$ cat config.mk
export PLATFORM = sky130hd
export DESIGN_NAME = zscii_text_word_decoder_flat
export DESIGN_NICKNAME = d
export VERILOG_FILES = /design/src/rtl/ztwd_pkg.sv /design/src/rtl/ztwd_req_if.sv /design/src/rtl/ztwd_rsp_if.sv /design/src/rtl/zscii_text_word_decoder.sv /design/src/flat_wrapper.sv
export VERILOG_INCLUDE_DIRS = /design/src /design/src/rtl
export SDC_FILE = /design/constraint.sdc
export NUM_CORES = 1
export LEC_CHECK = 0
export ABC_AREA = 1
export BUFFER_PORTS_ARGS = -buffer_cell sky130_fd_sc_hd__buf_2
export CORE_UTILIZATION = 53
export DETAILED_ROUTE_END_ITERATION = 8
export PLACE_DENSITY = 0.81
export SLEW_MARGIN = 20
export SYNTH_ARGS = -nofsm -noshare
export SYNTH_HDL_FRONTEND = slang
export SYNTH_SLANG_ARGS = --single-unit
$ cat constraint.sdc
create_clock -name clock -period 2.2 [get_ports clock]
set_input_delay 0.33 -clock clock [delete_from_list [all_inputs] [get_ports clock]]
set_output_delay 0.33 -clock clock [all_outputs]
set_load 0.005 [all_outputs]
$ cat src/rtl/assert_macros.svh
// Shared assertion macros for the text word decoder.
`ifndef ASSERT_MACROS_SVH
`define ASSERT_MACROS_SVH

// The consequent must hold in the same cycle as the antecedent.
`define ASSERT_SAME(label, clk, rst, ante, cons) \
   label: assert property (@(posedge clk) disable iff (rst) (ante) |-> (cons)) \
      else $error("assertion failed: same-cycle implication");

// The consequent must hold in the cycle after the antecedent.
`define ASSERT_NEXT(label, clk, rst, ante, cons) \
   label: assert property (@(posedge clk) disable iff (rst) (ante) |=> (cons)) \
      else $error("assertion failed: next-cycle implication");

`endif

$ cat src/rtl/ztwd_pkg.sv
package ztwd_pkg;

   // Slot kinds of a decoded z-character.
   localparam logic [1:0] KIND_NONE   = 2'd0;
   localparam logic [1:0] KIND_CHAR   = 2'd1;
   localparam logic [1:0] KIND_ABBREV = 2'd2;

   // Alphabet selected for the next z-character.
   localparam logic [1:0] SHIFT_LOWER = 2'd0;
   localparam logic [1:0] SHIFT_UPPER = 2'd1;
   localparam logic [1:0] SHIFT_PUNCT = 2'd2;

   // No abbreviation is waiting for its second z-character.
   localparam logic [1:0] NO_BANK = 2'd0;

   // Special z-characters.
   localparam logic [4:0] ZCHAR_SPACE     = 5'd0;
   localparam logic [4:0] ZCHAR_ABBREV_LO = 5'd1;
   localparam logic [4:0] ZCHAR_ABBREV_HI = 5'd3;
   localparam logic [4:0] ZCHAR_SHIFT_UP  = 5'd4;
   localparam logic [4:0] ZCHAR_SHIFT_PCT = 5'd5;
   localparam logic [4:0] ZCHAR_FIRST_LTR = 5'd6;

   localparam logic [7:0] ASCII_SPACE   = 8'h20;
   localparam logic [7:0] ASCII_LOWER_A = 8'h61;
   localparam logic [7:0] ASCII_UPPER_A = 8'h41;

   localparam int CODE_WORD_W = 16;
   localparam int VALUE_W     = 8;
   localparam int KIND_W      = 2;

   // Result of decoding one z-character, with the state it leaves behind.
   typedef struct packed {
      logic [KIND_W-1:0]  kind;
      logic [VALUE_W-1:0] value;
      logic [1:0]         shift;
      logic [1:0]         bank;
   } zchar_result_type;

   // Punctuation alphabet, indexed by z-char minus six.
   function automatic logic [7:0] punct_char(input logic [4:0] idx);
      logic [7:0] c;
      case (idx)
         5'd0:    c = 8'h20; // space
         5'd1:    c = 8'h5E; // ^
         5'd2:    c = 8'h30;
         5'd3:    c = 8'h31;
         5'd4:    c = 8'h32;
         5'd5:    c = 8'h33;
         5'd6:    c = 8'h34;
         5'd7:    c = 8'h35;
         5'd8:    c = 8'h36;
         5'd9:    c = 8'h37;
         5'd10:   c = 8'h38;
         5'd11:   c = 8'h39;
         5'd12:   c = 8'h2E; // .
         5'd13:   c = 8'h2C; // ,
         5'd14:   c = 8'h21; // !
         5'd15:   c = 8'h3F; // ?
         5'd16:   c = 8'h5F; // _
         5'd17:   c = 8'h23; // #
         5'd18:   c = 8'h27; // single quote
         5'd19:   c = 8'h22; // double quote
         5'd20:   c = 8'h2F; // /
         5'd21:   c = 8'h5C; // backslash
         5'd22:   c = 8'h2D; // -
         5'd23:   c = 8'h3A; // :
         5'd24:   c = 8'h28; // (
         5'd25:   c = 8'h29; // )
         default: c = 8'h20;
      endcase
      return c;
   endfunction

endpackage

$ cat src/rtl/ztwd_req_if.sv
// Input channel: one packed text word per item.
interface ztwd_req_if;
   logic                              valid;
   logic                              ready;
   logic [ztwd_pkg::CODE_WORD_W-1:0] code_word;
   logic                              new_string;

   modport source (output valid, output code_word, output new_string, input ready);
   modport sink   (input valid, input code_word, input new_string, output ready);
endinterface

$ cat src/rtl/ztwd_rsp_if.sv
// Result channel: three decoded slots and the end mark per item.
interface ztwd_rsp_if;
   logic                          valid;
   logic                          ready;
   logic [ztwd_pkg::KIND_W-1:0]  slot0_kind;
   logic [ztwd_pkg::VALUE_W-1:0] slot0_value;
   logic [ztwd_pkg::KIND_W-1:0]  slot1_kind;
   logic [ztwd_pkg::VALUE_W-1:0] slot1_value;
   logic [ztwd_pkg::KIND_W-1:0]  slot2_kind;
   logic [ztwd_pkg::VALUE_W-1:0] slot2_value;
   logic                          string_end;

   modport source (output valid, output slot0_kind, output slot0_value,
                   output slot1_kind, output slot1_value,
                   output slot2_kind, output slot2_value,
                   output string_end, input ready);
   modport sink   (input valid, input slot0_kind, input slot0_value,
                   input slot1_kind, input slot1_value,
                   input slot2_kind, input slot2_value,
                   input string_end, output ready);
endinterface

$ cat src/rtl/zscii_text_word_decoder.sv
// Decodes Z-machine version 3 packed text words, one word per item, into three
// result slots (a character, an abbreviation number, or empty) plus the end
// mark. A word enters an input register, is decoded combinationally and lands in
// the result register, so the block takes one item per cycle while its results
// are taken. A result turns valid as its word moves from the input register into
// the result register; a stalled result holds the input register, and
// then the input stalls too. The shift and abbreviation state that carries
// between words is updated as a decoded word moves into the result register;
// assert new_string on the first word of each string.
`include "assert_macros.svh"

module zscii_text_word_decoder (
   input  logic       clock,
   input  logic       reset,
   ztwd_req_if.sink   req_if,
   ztwd_rsp_if.source rsp_if
);

   // Decode one z-character given the current shift and abbreviation state.
   function automatic ztwd_pkg::zchar_result_type decode_zchar(
      input logic [4:0] z,
      input logic [1:0] shift,
      input logic [1:0] bank
   );
      ztwd_pkg::zchar_result_type r;
      logic [4:0] idx;
      logic [1:0] bank_base;
      r.kind  = ztwd_pkg::KIND_NONE;
      r.value = '0;
      r.shift = shift;
      r.bank  = bank;
      idx       = z - ztwd_pkg::ZCHAR_FIRST_LTR;
      bank_base = bank - 2'd1;
      if (bank != ztwd_pkg::NO_BANK) begin
         r.kind  = ztwd_pkg::KIND_ABBREV;
         r.value = {1'b0, bank_base, z};
         r.bank  = ztwd_pkg::NO_BANK;
         r.shift = ztwd_pkg::SHIFT_LOWER;
      end else if (z == ztwd_pkg::ZCHAR_SPACE) begin
         r.kind  = ztwd_pkg::KIND_CHAR;
         r.value = ztwd_pkg::ASCII_SPACE;
         r.shift = ztwd_pkg::SHIFT_LOWER;
      end else if (z inside {[ztwd_pkg::ZCHAR_ABBREV_LO:ztwd_pkg::ZCHAR_ABBREV_HI]}) begin
         r.bank  = z[1:0];
         r.shift = ztwd_pkg::SHIFT_LOWER;
      end else if (z == ztwd_pkg::ZCHAR_SHIFT_UP) begin
         r.shift = ztwd_pkg::SHIFT_UPPER;
      end else if (z == ztwd_pkg::ZCHAR_SHIFT_PCT) begin
         r.shift = ztwd_pkg::SHIFT_PUNCT;
      end else begin
         r.kind = ztwd_pkg::KIND_CHAR;
         case (shift)
            ztwd_pkg::SHIFT_LOWER: r.value = ztwd_pkg::ASCII_LOWER_A + {3'b000, idx};
            ztwd_pkg::SHIFT_UPPER: r.value = ztwd_pkg::ASCII_UPPER_A + {3'b000, idx};
            default:               r.value = ztwd_pkg::punct_char(idx);
         endcase
         r.shift = ztwd_pkg::SHIFT_LOWER;
      end
      return r;
   endfunction

   // Input register.
   logic                              in_valid_ff;
   logic [ztwd_pkg::CODE_WORD_W-1:0] word_ff;
   logic                              new_string_ff;

   // Carried decode state.
   logic [1:0] shift_ff, shift_in;
   logic [1:0] bank_ff, bank_in;

   // Result register.
   logic                          out_valid_ff;
   logic [ztwd_pkg::KIND_W-1:0]  kind0_ff, kind1_ff, kind2_ff;
   logic [ztwd_pkg::VALUE_W-1:0] value0_ff, value1_ff, value2_ff;
   logic                          end_ff;

   logic advance;
   logic load;
   logic [1:0] shift_start, bank_start;
   ztwd_pkg::zchar_result_type r0, r1, r2;

   // The decoded word moves on when the result register is free or draining.
   assign advance = in_valid_ff && (!out_valid_ff || rsp_if.ready);
   assign req_if.ready = !in_valid_ff || advance;
   assign load = req_if.valid && req_if.ready;

   // Three chained z-character decodes on the registered word.
   always_comb begin
      shift_start = new_string_ff ? ztwd_pkg::SHIFT_LOWER : shift_ff;
      bank_start  = new_string_ff ? ztwd_pkg::NO_BANK : bank_ff;
      r0 = decode_zchar(word_ff[14:10], shift_start, bank_start);
      r1 = decode_zchar(word_ff[9:5], r0.shift, r0.bank);
      r2 = decode_zchar(word_ff[4:0], r1.shift, r1.bank);
      shift_in = advance ? r2.shift : shift_ff;
      bank_in  = advance ? r2.bank : bank_ff;
   end

   // Control registers.
   always_ff @(posedge clock) begin
      if (reset) begin
         in_valid_ff  <= 1'b0;
         out_valid_ff <= 1'b0;
         shift_ff     <= ztwd_pkg::SHIFT_LOWER;
         bank_ff      <= ztwd_pkg::NO_BANK;
      end else begin
         in_valid_ff <= load || (in_valid_ff && !advance);
         if (advance) begin
            out_valid_ff <= 1'b1;
         end else if (rsp_if.ready) begin
            out_valid_ff <= 1'b0;
         end
         shift_ff <= shift_in;
         bank_ff  <= bank_in;
      end
   end

   // Payload registers.
   always_ff @(posedge clock) begin
      if (load) begin
         word_ff       <= req_if.code_word;
         new_string_ff <= req_if.new_string;
      end
      if (advance) begin
         kind0_ff  <= r0.kind;
         value0_ff <= r0.value;
         kind1_ff  <= r1.kind;
         value1_ff <= r1.value;
         kind2_ff  <= r2.kind;
         value2_ff <= r2.value;
         end_ff    <= word_ff[15];
      end
   end

   assign rsp_if.valid       = out_valid_ff;
   assign rsp_if.slot0_kind  = kind0_ff;
   assign rsp_if.slot0_value = value0_ff;
   assign rsp_if.slot1_kind  = kind1_ff;
   assign rsp_if.slot1_value = value1_ff;
   assign rsp_if.slot2_kind  = kind2_ff;
   assign rsp_if.slot2_value = value2_ff;
   assign rsp_if.string_end  = end_ff;

   // An abbreviation start always clears the shift, so both never pend together.
   `ASSERT_SAME(a_state_exclusive, clock, reset, bank_ff != ztwd_pkg::NO_BANK,
                shift_ff == ztwd_pkg::SHIFT_LOWER)
   // The unused shift code is never stored.
   `ASSERT_SAME(a_shift_code, clock, reset, 1'b1, shift_ff <= ztwd_pkg::SHIFT_PUNCT)
   // Abbreviation numbers stay below 96.
   `ASSERT_SAME(a_abbrev_range, clock, reset,
                out_valid_ff && kind1_ff == ztwd_pkg::KIND_ABBREV, value1_ff < 8'd96)
   // A decoded word reaches the result register in the next cycle.
   `ASSERT_NEXT(a_advance_valid, clock, reset, advance, out_valid_ff)

endmodule

$ cat src/flat_wrapper.sv
// flat-port wrapper written by rule: the top's interface ports become plain ports
module zscii_text_word_decoder_flat 
  (clock, reset, req_if_valid, req_if_code_word, req_if_new_string, req_if_ready, rsp_if_valid, rsp_if_slot0_kind, rsp_if_slot0_value, rsp_if_slot1_kind, rsp_if_slot1_value, rsp_if_slot2_kind, rsp_if_slot2_value, rsp_if_string_end, rsp_if_ready);
  ztwd_req_if req_if_i ();
  ztwd_rsp_if rsp_if_i ();
  input  logic clock;
  input  logic reset;
  input wire logic [$bits(req_if_i.valid)-1:0] req_if_valid;
  input wire logic [$bits(req_if_i.code_word)-1:0] req_if_code_word;
  input wire logic [$bits(req_if_i.new_string)-1:0] req_if_new_string;
  output wire logic [$bits(req_if_i.ready)-1:0] req_if_ready;
  output wire logic [$bits(rsp_if_i.valid)-1:0] rsp_if_valid;
  output wire logic [$bits(rsp_if_i.slot0_kind)-1:0] rsp_if_slot0_kind;
  output wire logic [$bits(rsp_if_i.slot0_value)-1:0] rsp_if_slot0_value;
  output wire logic [$bits(rsp_if_i.slot1_kind)-1:0] rsp_if_slot1_kind;
  output wire logic [$bits(rsp_if_i.slot1_value)-1:0] rsp_if_slot1_value;
  output wire logic [$bits(rsp_if_i.slot2_kind)-1:0] rsp_if_slot2_kind;
  output wire logic [$bits(rsp_if_i.slot2_value)-1:0] rsp_if_slot2_value;
  output wire logic [$bits(rsp_if_i.string_end)-1:0] rsp_if_string_end;
  input wire logic [$bits(rsp_if_i.ready)-1:0] rsp_if_ready;
  assign req_if_i.valid = req_if_valid;
  assign req_if_i.code_word = req_if_code_word;
  assign req_if_i.new_string = req_if_new_string;
  assign req_if_ready = req_if_i.ready;
  assign rsp_if_valid = rsp_if_i.valid;
  assign rsp_if_slot0_kind = rsp_if_i.slot0_kind;
  assign rsp_if_slot0_value = rsp_if_i.slot0_value;
  assign rsp_if_slot1_kind = rsp_if_i.slot1_kind;
  assign rsp_if_slot1_value = rsp_if_i.slot1_value;
  assign rsp_if_slot2_kind = rsp_if_i.slot2_kind;
  assign rsp_if_slot2_value = rsp_if_i.slot2_value;
  assign rsp_if_string_end = rsp_if_i.string_end;
  assign rsp_if_i.ready = rsp_if_ready;
  zscii_text_word_decoder u_core (.clock(clock), .reset(reset), .req_if(req_if_i), .rsp_if(rsp_if_i));
endmodule
==> run_results.csv, run 1 <==
group,metric,value,unit
synthesis,synth_area,4243,um^2
setup_path,critPathBufInv,2,
floorplan,initial_core_util,0.5491,
synthesis,ys.flop_type,"edfxtp_1",
clock_tree,ctsRootBufferMaster,"clkbuf_8",
global_route,grt.overflow.total,0,
layout,fin_nets,702,
timing,finalMaxSlewViolations,0,
power,finalPower,2.617,mW
setup_path,worst-r2r-cell-count,9,
place,portBuffers,53,
timing,whs,180.5,ps
place,pre_cts_ws,80.00,ps
timing,skew,6.998,ps
detailed_routing,routed.top_layer,"met4",
setup_path,cp_max_fo,10,
timing,final_hold_viol_count,0,
synthesis,yosysWarnings,0,
global_route,grt_max_degree,27,
synthesis,postSynthAreaPerCell,7.757,um^2
worst_hold_path,min_path_cells,1,
floorplan,die-area,8367,um^2
power,switching_power,0.8410,mW
worst_hold_path,hold_path.class,"input pin to flop",
detailed_routing,drc,0,
power,power.density,514.4,nW/um^2
detailed_routing,routedLengthMet1,4672,um
setup_path,reg2reg_from,"u_core.word_ff[10]",
setup_path,endpoint_kind,"flop",
power,p_sw_frac,0.3214,
clock_tree,ctsHoldBuffers,0,
global_route,antenna_found_initial,0,
flow_run,drv_cap,0,
place,dp.cells,726,
clock_tree,clock_sinks,54,
layout,fin_cells,744,
synthesis,synth_top_area_share,0.3397,
setup_path,crit_path_top_delay_cell,"edfxtp_1",
global_route,grt_pass1_wl,17540,um
run_status,status,"finished, final reports clean",
power,p_clk_frac,0.249,
layout,drive_above_1_share,0.2492,
synthesis,synth_edf_count,48,
detailed_routing,antenna_left,0,
floorplan,ios,54,
layout,fin_area,5087,um^2
timing,layout_setup_ws,94.97,ps
timing,worst_pin_slew,550.6,ps
floorplan,rows,32,
timing,final.period_utilization,0.9568,
detailed_routing,wl_met2,5102,um
synthesis,syn_inst,547,
clock_tree,htreeDepth,2,
timing,period_minus_slack,2105,ps
clock_tree,numCtsBuffers,5,
synthesis,ys_ff_latch,54,
floorplan,coreArea,7727,um^2
setup_path,cp_slowest_stage_delay,530,ps
clock_tree,cts_tree,"built",
synthesis,ys_async_sr_fraction,0,
detailed_routing,avgViaCountPerCell,5.464,
synthesis,yosysUniqueCellTypes,42,
synthesis,synth_area_leader_cell,"edfxtp_1",
setup_path,r2r_slack,90,ps
layout,final_core_util,0.6584,
synthesis,synth.yosys.seq_area_share,0.3680,
place,place.gp.congestion,1.006,
detailed_routing,drt_wl_total,10680,um
clock_tree,clk_latency,310,ps
layout,syn_to_final_growth,19.91,%
detailed_routing,drt_iter0_markers,250,
floorplan,die_h,91.47,um
setup_path,path_class,"flop to flop",
power,p_seq_frac,0.470,
synthesis,synth_area_leaders,"edfxtp_1, nand2_1, ha_1, nand3_1, o21ai_0",
power,peakVddDrop,0.2999,mV
global_route,grt.total_usage,0.2611,
layout,fill_cells,637,
detailed_routing,first_pass_iters,5,
setup_path,required,2270,ps
synthesis,syn_nets,608,
clock_tree,clk_pin_slew,110,ps
clock_tree,clockBufferDepth,2,
detailed_routing,wl_met3,590,um
timing,rsz0062_at_grt,"true",
timing,fin_setup_tns,0,ps
timing,setup_violations,0,
place,post_dp_cell_area,4852,um^2
place,dp_hpwl,8144,um
worst_hold_path,min_delay_worst_endpoint,"u_core.word_ff[0]",
power,leakagePower,2.316,nW
floorplan,die_w,91.47,um
timing,max_slew_margin,0.6303,
setup_path,worstPathCellList,"inv_4 -> ha_2 -> nor2_1 -> nor3_1 -> nand2_1 -> nor2_4 -> inv_1 -> a21oi_1 -> o21ai_1",
power,p_int,1.776,mW
setup_path,arrival,2170,ps
timing,max_freq,0.4751,GHz
setup_path,start_kind,"flop",
layout,antenna_cells,0,
detailed_routing,vias,4065,
detailed_routing,post_drt_wl_per_cell,14.35,um
global_route,grt_pass1_vias,3767,
worst_hold_path,hp-start,"req_if_code_word[0]",
setup_path,r2r_end,"u_core.rsp_if.slot1_value[0]",
power,power.share.combinational,0.281,
setup_path,critPathTopFamily,"simple AND/OR/NAND/NOR gates",
-- worst reg2reg max path, cell delays in order (launching register included) --
cell and delay (ps):
edfxtp_1 530, inv_4 90, ha_2 220, nor2_1 60
nor3_1 220, nand2_1 140, nor2_4 220, inv_1 120
a21oi_1 160, o21ai_1 100
-- power by group through the flow --
stage / registers [mW] / clock network [mW] / logic (mW)
after floorplan: 1.26 / 0 / 0.447
after global placement: 1.25 / 0 / 0.679
after detailed placement: 1.25 / 0 / 0.686
after CTS: 1.23 / 0.665 / 0.689
after global routing: 1.23 / 0.703 / 0.820
final: 1.23 / 0.652 / 0.735
-- how the worst max path moves through the flow --
stage,startpoint,to,slack [ps],cells after the start
after floorplan,u_core.word_ff[6],u_core.rsp_if.slot1_value[0],60,8
after global placement,u_core.word_ff[1],u_core.rsp_if.slot2_value[5],90,10
after detailed placement,u_core.word_ff[1],u_core.rsp_if.slot2_value[5],80,10
after CTS,u_core.word_ff[1],u_core.rsp_if.slot2_value[5],50,10
after global routing,u_core.word_ff[10],u_core.rsp_if.slot1_value[0],-7,9
final,u_core.word_ff[10],u_core.rsp_if.slot1_value[0],90,9
-- flip-flops by register name, indices dropped and copies added, names as in the netlist --
register,count
u_core.in_valid_ff,1
u_core.rsp_if.string_end,1
u_core.rsp_if.slot1_value,8
u_core.bank_ff,2
u_core.rsp_if.slot2_value,8
u_core.rsp_if.slot1_kind,2
u_core.shift_ff,2
u_core.rsp_if.slot0_value,8
u_core.rsp_if.slot0_kind,2
u_core.word_ff,16
u_core.rsp_if.slot2_kind,2
u_core.new_string_ff,1
u_core.rsp_if.valid,1
-- cell type report --
cell class                      count  area, um^2  area share
Multi-Input combinational cell    425        2434      0.4784
Timing Repair inverter              1       7.507    0.001476
Timing Repair Buffer               99       626.9      0.1232
Inverter                           55       219.0     0.04304
Sequential cell                    54        1562      0.3069
Clock inverter                      2       17.52    0.003443
Tap cell                          102       127.6     0.02509
Clock buffer                        6       93.84     0.01845
-- kinds of logic after synthesis --
logic type | Yosys count | share of synthesized area
xor+xnor | 5 | 0.01209
fa+ha+maj | 40 | 0.1180
compound gates | 91 | 0.1191
buf+inv | 68 | 0.06665
flops | 54 | 0.3680
simple gates | 289 | 0.3161
-- layer usage --
layer	GRT usage	vias to the layer above
met4	0.1005	0
met2	0.4436	170
met1	0.3374	1839
met3	0.03266	28
met5	0	-
li1	-	2028
-- Yosys cell counts, types with 2 or more instances --
| cell | number |
|---|---|
| nand2_2 | 5 |
| edfxtp_1 | 48 |
| xor2_1 | 3 |
| a21oi_1 | 27 |
| buf_2 | 8 |
| clkinv_1 | 2 |
| o21ai_0 | 44 |
| dfxtp_1 | 6 |
| clkbuf_1 | 2 |
| o211ai_1 | 6 |
| nand2_1 | 160 |
| nor2_4 | 4 |
| inv_2 | 6 |
| nor3b_1 | 2 |
| nand4_1 | 7 |
| inv_1 | 46 |
| ha_1 | 40 |
| nand3_2 | 5 |
| nor3_4 | 2 |
| nor2_1 | 30 |
| a21oi_2 | 2 |
| nor3_1 | 6 |
| buf_4 | 2 |
| nor2_2 | 6 |
| nand3_1 | 57 |
| o21ai_1 | 5 |
-- what timing repair did --
item | in CTS | in global routing
buffers inserted | 0 | 9
endpoints found under the setup margin | 0 | 20
hold endpoints to repair | 0 | 0
gates resized for setup | 0 | 22
-- placed cells by master, fill, tap and decap left out, types with 2 or more instances in the layout --
cell type / count
a21oi_1: 27
buf_2: 53
clkinvlp_4: 3
nand3_1: 57
o21ai_1: 7
inv_4: 2
ha_2: 3
nor3_4: 2
edfxtp_1: 48
nand4_1: 7
nand2_4: 2
xor2_1: 3
nor2_4: 4
o211ai_1: 6
a21oi_2: 2
nor3_1: 5
nand2_2: 7
ha_1: 37
nor2_2: 7
clkbuf_8: 5
nand3_2: 5
inv_2: 9
nand2_1: 156
buf_4: 44
o21ai_0: 42
nor3b_1: 2
inv_1: 42
nor2_1: 29
dfxtp_1: 6
(Power assumes the default switching activity.)
==> inputs of run 2 (changes only) <==
--- a/config.mk
+++ b/config.mk
@@ -8,9 +8,9 @@
 export LEC_CHECK = 0
 export ABC_AREA = 1
 export BUFFER_PORTS_ARGS = -buffer_cell sky130_fd_sc_hd__buf_2
-export CORE_UTILIZATION = 53
+export CORE_UTILIZATION = 60
 export DETAILED_ROUTE_END_ITERATION = 8
-export PLACE_DENSITY = 0.81
+export PLACE_DENSITY = 0.86
 export SLEW_MARGIN = 20
 export SYNTH_ARGS = -nofsm -noshare
 export SYNTH_HDL_FRONTEND = slang
==> constraint.sdc (replaced) <==
create_clock -name clock -period 2.5 [get_ports clock]
set_input_delay 0.375 -clock clock [delete_from_list [all_inputs] [get_ports clock]]
set_output_delay 0.375 -clock clock [all_outputs]
set_load 0.005 [all_outputs]
==> run 2 against run 1 <==
Against the previous run: core utilization grew 4.7 points; routed wire length is 7.1% lower; fmax decreased by 8.1%; power down 16%; worst setup slack better by 120 ps; cell area fell by 5.8%; flip-flop and latch count stayed put; combinational power is 21% lower; sequential power is 12% lower; hold slack improved by 37 ps; first-iteration DRC count shrank 5.6%; sequential share of layout area grew 1.9 points; highest routed layer unchanged.
==> run_results.csv, run 2 (same netlist as run 1, synthesis figures left out) <==
group,metric,value,unit
detailed_routing,avgViaCountPerCell,5.598,
timing,final.period_utilization,0.9160,
detailed_routing,post_drt_wl_per_cell,14.00,um
place,place.gp.congestion,0.9614,
setup_path,reg2reg_from,"u_core.word_ff[10]",
timing,setup_violations,0,
timing,finalMaxSlewViolations,0,
setup_path,worst-r2r-cell-count,11,
global_route,grt_pass1_wl,16280,um
setup_path,start_kind,"flop",
clock_tree,ctsHoldBuffers,0,
layout,regMostFlops,"u_core.word_ff",
timing,worst_pin_slew,775.4,ps
clock_tree,clock_sinks,54,
detailed_routing,drc,0,
layout,final_common_cell,"nand2_1",
layout,largest_register_ffs,16,
setup_path,cp_max_fo,8,
floorplan,rows,30,
worst_hold_path,hold_path.class,"input pin to flop",
timing,layout_setup_ws,210.0,ps
layout,fin_nets,673,
clock_tree,clockBufferDepth,2,
setup_path,r2r_slack,210,ps
flow_run,drv_cap,0,
layout,fill_cells,540,
global_route,grt_use_met2,0.4740,
global_route,grt_max_degree,33,
clock_tree,htreeDepth,2,
place,dp_hpwl,7588,um
setup_path,arrival,2450,ps
power,power.density,456.7,nW/um^2
power,p_int,1.465,mW
setup_path,endpoint,"u_core.rsp_if.slot0_value[0]",
global_route,busiest_layer,"met2",
power,finalPower,2.189,mW
timing,skew,16.27,ps
floorplan,die-area,7411,um^2
layout,fin_cells,709,
clock_tree,clk_latency,320,ps
timing,period_minus_slack,2290,ps
timing,fin_setup_tns,0,ps
floorplan,initial_core_util,0.6245,
power,p_sw_frac,0.3309,
floorplan,ios,54,
timing,max_freq,0.4367,GHz
clock_tree,ctsRootBufferMaster,"clkbuf_8",
timing,final_hold_viol_count,0,
floorplan,die_w,86.09,um
power,power.share.combinational,0.266,
setup_path,required,2660,ps
place,pre_cts_ws,131.3,ps
detailed_routing,first_pass_iters,7,
global_route,gr-usage-met3,0.04427,
floorplan,die_h,86.09,um
layout,layout_common_cells,"nand2_1, nand3_1, buf_2",
detailed_routing,antenna_left,0,
place,dp.cells,699,
global_route,grt_pass1_vias,3594,
worst_hold_path,hp-start,"req_if_code_word[15]",
layout,drive_above_1_share,0.1892,
run_status,status,"finished, final reports clean",
floorplan,coreArea,6794,um^2
power,p_clk_frac,0.240,
global_route,grt.overflow.total,0,
clock_tree,numCtsBuffers,5,
detailed_routing,drt_iter0_markers,236,
global_route,antenna_found_initial,0,
power,switching_power,0.7242,mW
clock_tree,clk_pin_slew,110,ps
layout,final_core_util,0.7053,
global_route,grtUsageMet1,0.3605,
detailed_routing,drt_wl_total,9925,um
detailed_routing,vias,3969,
setup_path,endpoint_kind,"flop",
timing,max_slew_margin,0.4825,
power,leakagePower,2.182,nW
power,p_seq_frac,0.493,
layout,antenna_cells,0,
setup_path,path_class,"flop to flop",
timing,rsz0062_at_grt,"false",
place,portBuffers,53,
clock_tree,cts_tree,"built",
layout,syn_to_final_growth,12.95,%
setup_path,r2r_end,"u_core.rsp_if.slot0_value[0]",
global_route,grt.total_usage,0.2795,
setup_path,crit_start,"u_core.word_ff[10]",
power,peakVddDrop,0.2787,mV
## run 2: cell types whose count changed in the layout (fill, tap and decap cells not counted), sizes merged
cell and change:
clkinv +1, inv +2, buf -28, clkbuf -1, clkinvlp -3
## run 2: how the worst min path moves through the flow
stage,slack [ps],endpoint,depth (start not counted)
2_1_floorplan,400,u_core.rsp_if.string_end,0
3_3_place_gp,400,u_core.rsp_if.string_end,0
3_5_place_dp,410,u_core.rsp_if.string_end,0
4_1_cts,220,u_core.word_ff[15],1
5_1_grt,200,u_core.word_ff[11],1
6_report,220,u_core.word_ff[15],1
## run 2: routing by layer
metal	wire length, um	up-vias
li1	-	1978
met1	4217	1805
met2	4857	170
met3	658	16
met4	193	0
met5	0	-
## run 2: critical path: stages, from the launching register on
cell and delay, ps:
edfxtp_1 470, buf_4 200, ha_1 210, inv_1 150
nand3_2 120, nand3_4 130, nand2_1 140, nor2_2 260
inv_1 160, a21oi_1 140, nand2_1 60, o21ai_0 80
## run 2: metrics by stage
step	cell area, um^2	hold slack (ps)
2_1_floorplan	4243	400.3
3_3_place_gp	4674	402.3
3_5_place_dp	4674	405.4
4_1_cts	4770	215.4
5_1_grt	4792	203.3
6_report	4792	217.9
## run 2: power by group through the flow
stage,registers (mW),logic (mW),clock network [mW]
2_1_floorplan,1.11,0.394,0
3_3_place_gp,1.10,0.557,0
3_5_place_dp,1.10,0.567,0
4_1_cts,1.08,0.569,0.531
5_1_grt,1.09,0.656,0.557
6_report,1.08,0.583,0.526
## run 2: final cells by class
class / count / area [um^2] / share of cell area
clock buffers: 5 / 68.82 / 0.01436
clock inverters: 3 / 26.28 / 0.005483
inverters: 55 / 209.0 / 0.04360
multi-input cells: 425 / 2406 / 0.5021
flip-flops and latches: 54 / 1562 / 0.3258
well taps: 96 / 120.1 / 0.02507
repair buffers: 71 / 400.4 / 0.08355
## run 2: timing repair
| item | in CTS | in global routing |
|---|---|---|
| buffers inserted | 0 | 2 |
| setup endpoints to repair | 0 | 6 |
| resized for setup | 0 | 1 |
==> inputs of run 3 (changes only) <==
--- a/config.mk
+++ b/config.mk
@@ -8,9 +8,11 @@
 export LEC_CHECK = 0
 export ABC_AREA = 1
 export BUFFER_PORTS_ARGS = -buffer_cell sky130_fd_sc_hd__buf_2
-export CORE_UTILIZATION = 60
+export CELL_PAD_IN_SITES_DETAIL_PLACEMENT = 1
+export CELL_PAD_IN_SITES_GLOBAL_PLACEMENT = 1
+export CORE_UTILIZATION = 47
 export DETAILED_ROUTE_END_ITERATION = 8
-export PLACE_DENSITY = 0.86
+export PLACE_DENSITY = 0.91
 export SLEW_MARGIN = 20
 export SYNTH_ARGS = -nofsm -noshare
 export SYNTH_HDL_FRONTEND = slang
==> run 3 against run 2 <==
Against the previous run: hold slack improved by 5.2 ps; largest power group unchanged; die area increased by 27%; clock-buffer cell count unchanged; clock skew decreased by 3.1 ps; register-to-register slack got worse by 100 ps; cell area increased by 1.4%; flip-flop and latch count unchanged; sequential share of layout area decreased by 0.45 points; core utilization decreased by 15 points.
==> run_results.csv, run 3 (same netlist as run 1, synthesis figures left out) <==
group,metric,value,unit
place,place.gp.congestion,0.9339,
setup_path,endpoint_kind,"flop",
clock_tree,htreeDepth,2,
setup_path,crit_path_top_delay_cell,"ha_1",
detailed_routing,vias,4176,
place,portBuffers,53,
detailed_routing,routedLengthMet1,5475,um
clock_tree,ctsRootBufferMaster,"clkbuf_8",
clock_tree,numCtsBuffers,5,
setup_path,cp_max_fo,9,
floorplan,ios,54,
floorplan,die_w,97.01,um
layout,largest_register_ffs,16,
place,dp.cells,719,
layout,drive_above_1_share,0.1984,
global_route,grt.overflow.total,0,
detailed_routing,routed.top_layer,"met4",
detailed_routing,post_drt_wl_per_cell,17.70,um
detailed_routing,drt_iter0_markers,160,
timing,skew,13.21,ps
timing,final_hold_viol_count,0,
global_route,grt_max_degree,33,
detailed_routing,wl_met2,6507,um
flow_run,drv_cap,0,
layout,syn_to_final_growth,14.54,%
power,leakagePower,2.214,nW
detailed_routing,drc,0,
timing,worst_pin_slew,545.8,ps
worst_hold_path,hold_path.class,"input pin to flop",
floorplan,coreArea,8721,um^2
detailed_routing,wl_met3,593,um
timing,finalMaxSlewViolations,0,
place,post_dp_cell_area,4750,um^2
detailed_routing,antenna_left,0,
timing,fin_setup_tns,0,ps
global_route,antenna_found_initial,0,
clock_tree,clk_latency,320,ps
setup_path,required,2550,ps
setup_path,arrival,2450,ps
run_status,status,"finished, final reports clean",
setup_path,start_kind,"flop",
layout,fin_cells,728,
floorplan,die-area,9411,um^2
layout,fin_nets,680,
timing,max_freq,0.4177,GHz
clock_tree,ctsHoldBuffers,0,
global_route,grt_pass1_vias,4297,
clock_tree,clock_sinks,54,
layout,regMostFlops,"u_core.word_ff",
layout,antenna_cells,0,
clock_tree,clockBufferDepth,2,
timing,setup_violations,0,
timing,final.period_utilization,0.9575,
setup_path,cp_slowest_stage_delay,530,ps
power,peakVddDrop,0.2535,mV
place,dp_hpwl,10010,um
detailed_routing,drt_wl_total,12880,um
power,power.density,459.8,nW/um^2
floorplan,die_h,97.01,um
clock_tree,cts_tree,"built",
layout,layout_common_cells,"nand2_1, nand3_1, buf_2",
setup_path,path_class,"flop to flop",
floorplan,rows,34,
detailed_routing,avgViaCountPerCell,5.736,
layout,fin_area,4860,um^2
timing,period_minus_slack,2394,ps
timing,max_slew_margin,0.6335,
floorplan,initial_core_util,0.4865,
setup_path,worstPathCellList,"inv_1 -> ha_1 -> inv_1 -> o21ai_0 -> nand2_1 -> o21ai_0 -> nand2_1 -> nand3_1 -> o21ai_0",
timing,rsz0062_at_grt,"false",
clock_tree,clk_pin_slew,110,ps
detailed_routing,first_pass_iters,4,
setup_path,cp_common_cell,"o21ai_0",
layout,final_common_cell,"nand2_1",
global_route,grt_pass1_wl,21230,um
global_route,grt.total_usage,0.2806,
run 3: final cells by class:
| cell class | instances | area [um^2] |
|---|---|---|
| clock buffer | 5 | 68.82 |
| multi-input combinational | 425 | 2406 |
| fill | 1138 | 3861 |
| inverter | 55 | 209.0 |
| timing repair buffer | 78 | 452.9 |
| sequential | 54 | 1562 |
| clock inverter | 3 | 26.28 |
| tap | 108 | 135.1 |
run 3: final timing paths:
| kind | startpoint | endpoint | slack (ps) | cells past startpoint |
|---|---|---|---|---|
| max | u_core.word_ff[7] | u_core.rsp_if.slot1_value[1] | 110 | 9 |
| min | req_if_code_word[0] | u_core.word_ff[0] | 220 | 1 |
| max reg2reg | u_core.word_ff[7] | u_core.rsp_if.slot1_value[1] | 110 | 9 |
| min reg2reg | u_core.word_ff[15] | u_core.rsp_if.string_end | 440 | 0 |
run 3: worst max-delay path, delay by kind of cell, from the launching register on:
family	cells	cell delay (ps)
buf+inv	2	360
simple gates	3	250
compound gates	3	520
flops	1	470
fa+ha+maj	1	530
run 3: power by group:
group          switching, mW  internal, mW  total, mW
registers             0.0362          1.05       1.09
clock network          0.311         0.203      0.514
logic                  0.417         0.218      0.635
run 3: metal layers:
metal / vias up / global-route usage
met3: 29 / 0.04697
met4: 0 / 0.08840
li1: 1985 / -
met2: 120 / 0.5022
met5: - / 0
met1: 2042 / 0.3421
run 3: per-stage QoR:
| step | setup WS (ps) | utilization | power, mW | hold WS (ps) |
|---|---|---|---|---|
| after floorplan | 360.1 | - | 1.499 | 400.3 |
| after global placement | 292.5 | 0.5446 | 1.688 | 406.4 |
| after detailed placement | 134.7 | 0.5446 | 1.727 | 414.0 |
| after CTS | 116.2 | 0.5555 | 2.241 | 214.3 |
| after global routing | 2.009 | 0.5572 | 2.354 | 204.6 |
| final | 106.2 | 0.5572 | 2.234 | 223.1 |
run 3: repair_timing:
item | CTS | global route
setup buffers | 0 | 1
endpoints found under the setup margin | 0 | 6
gates resized for setup | 0 | 1
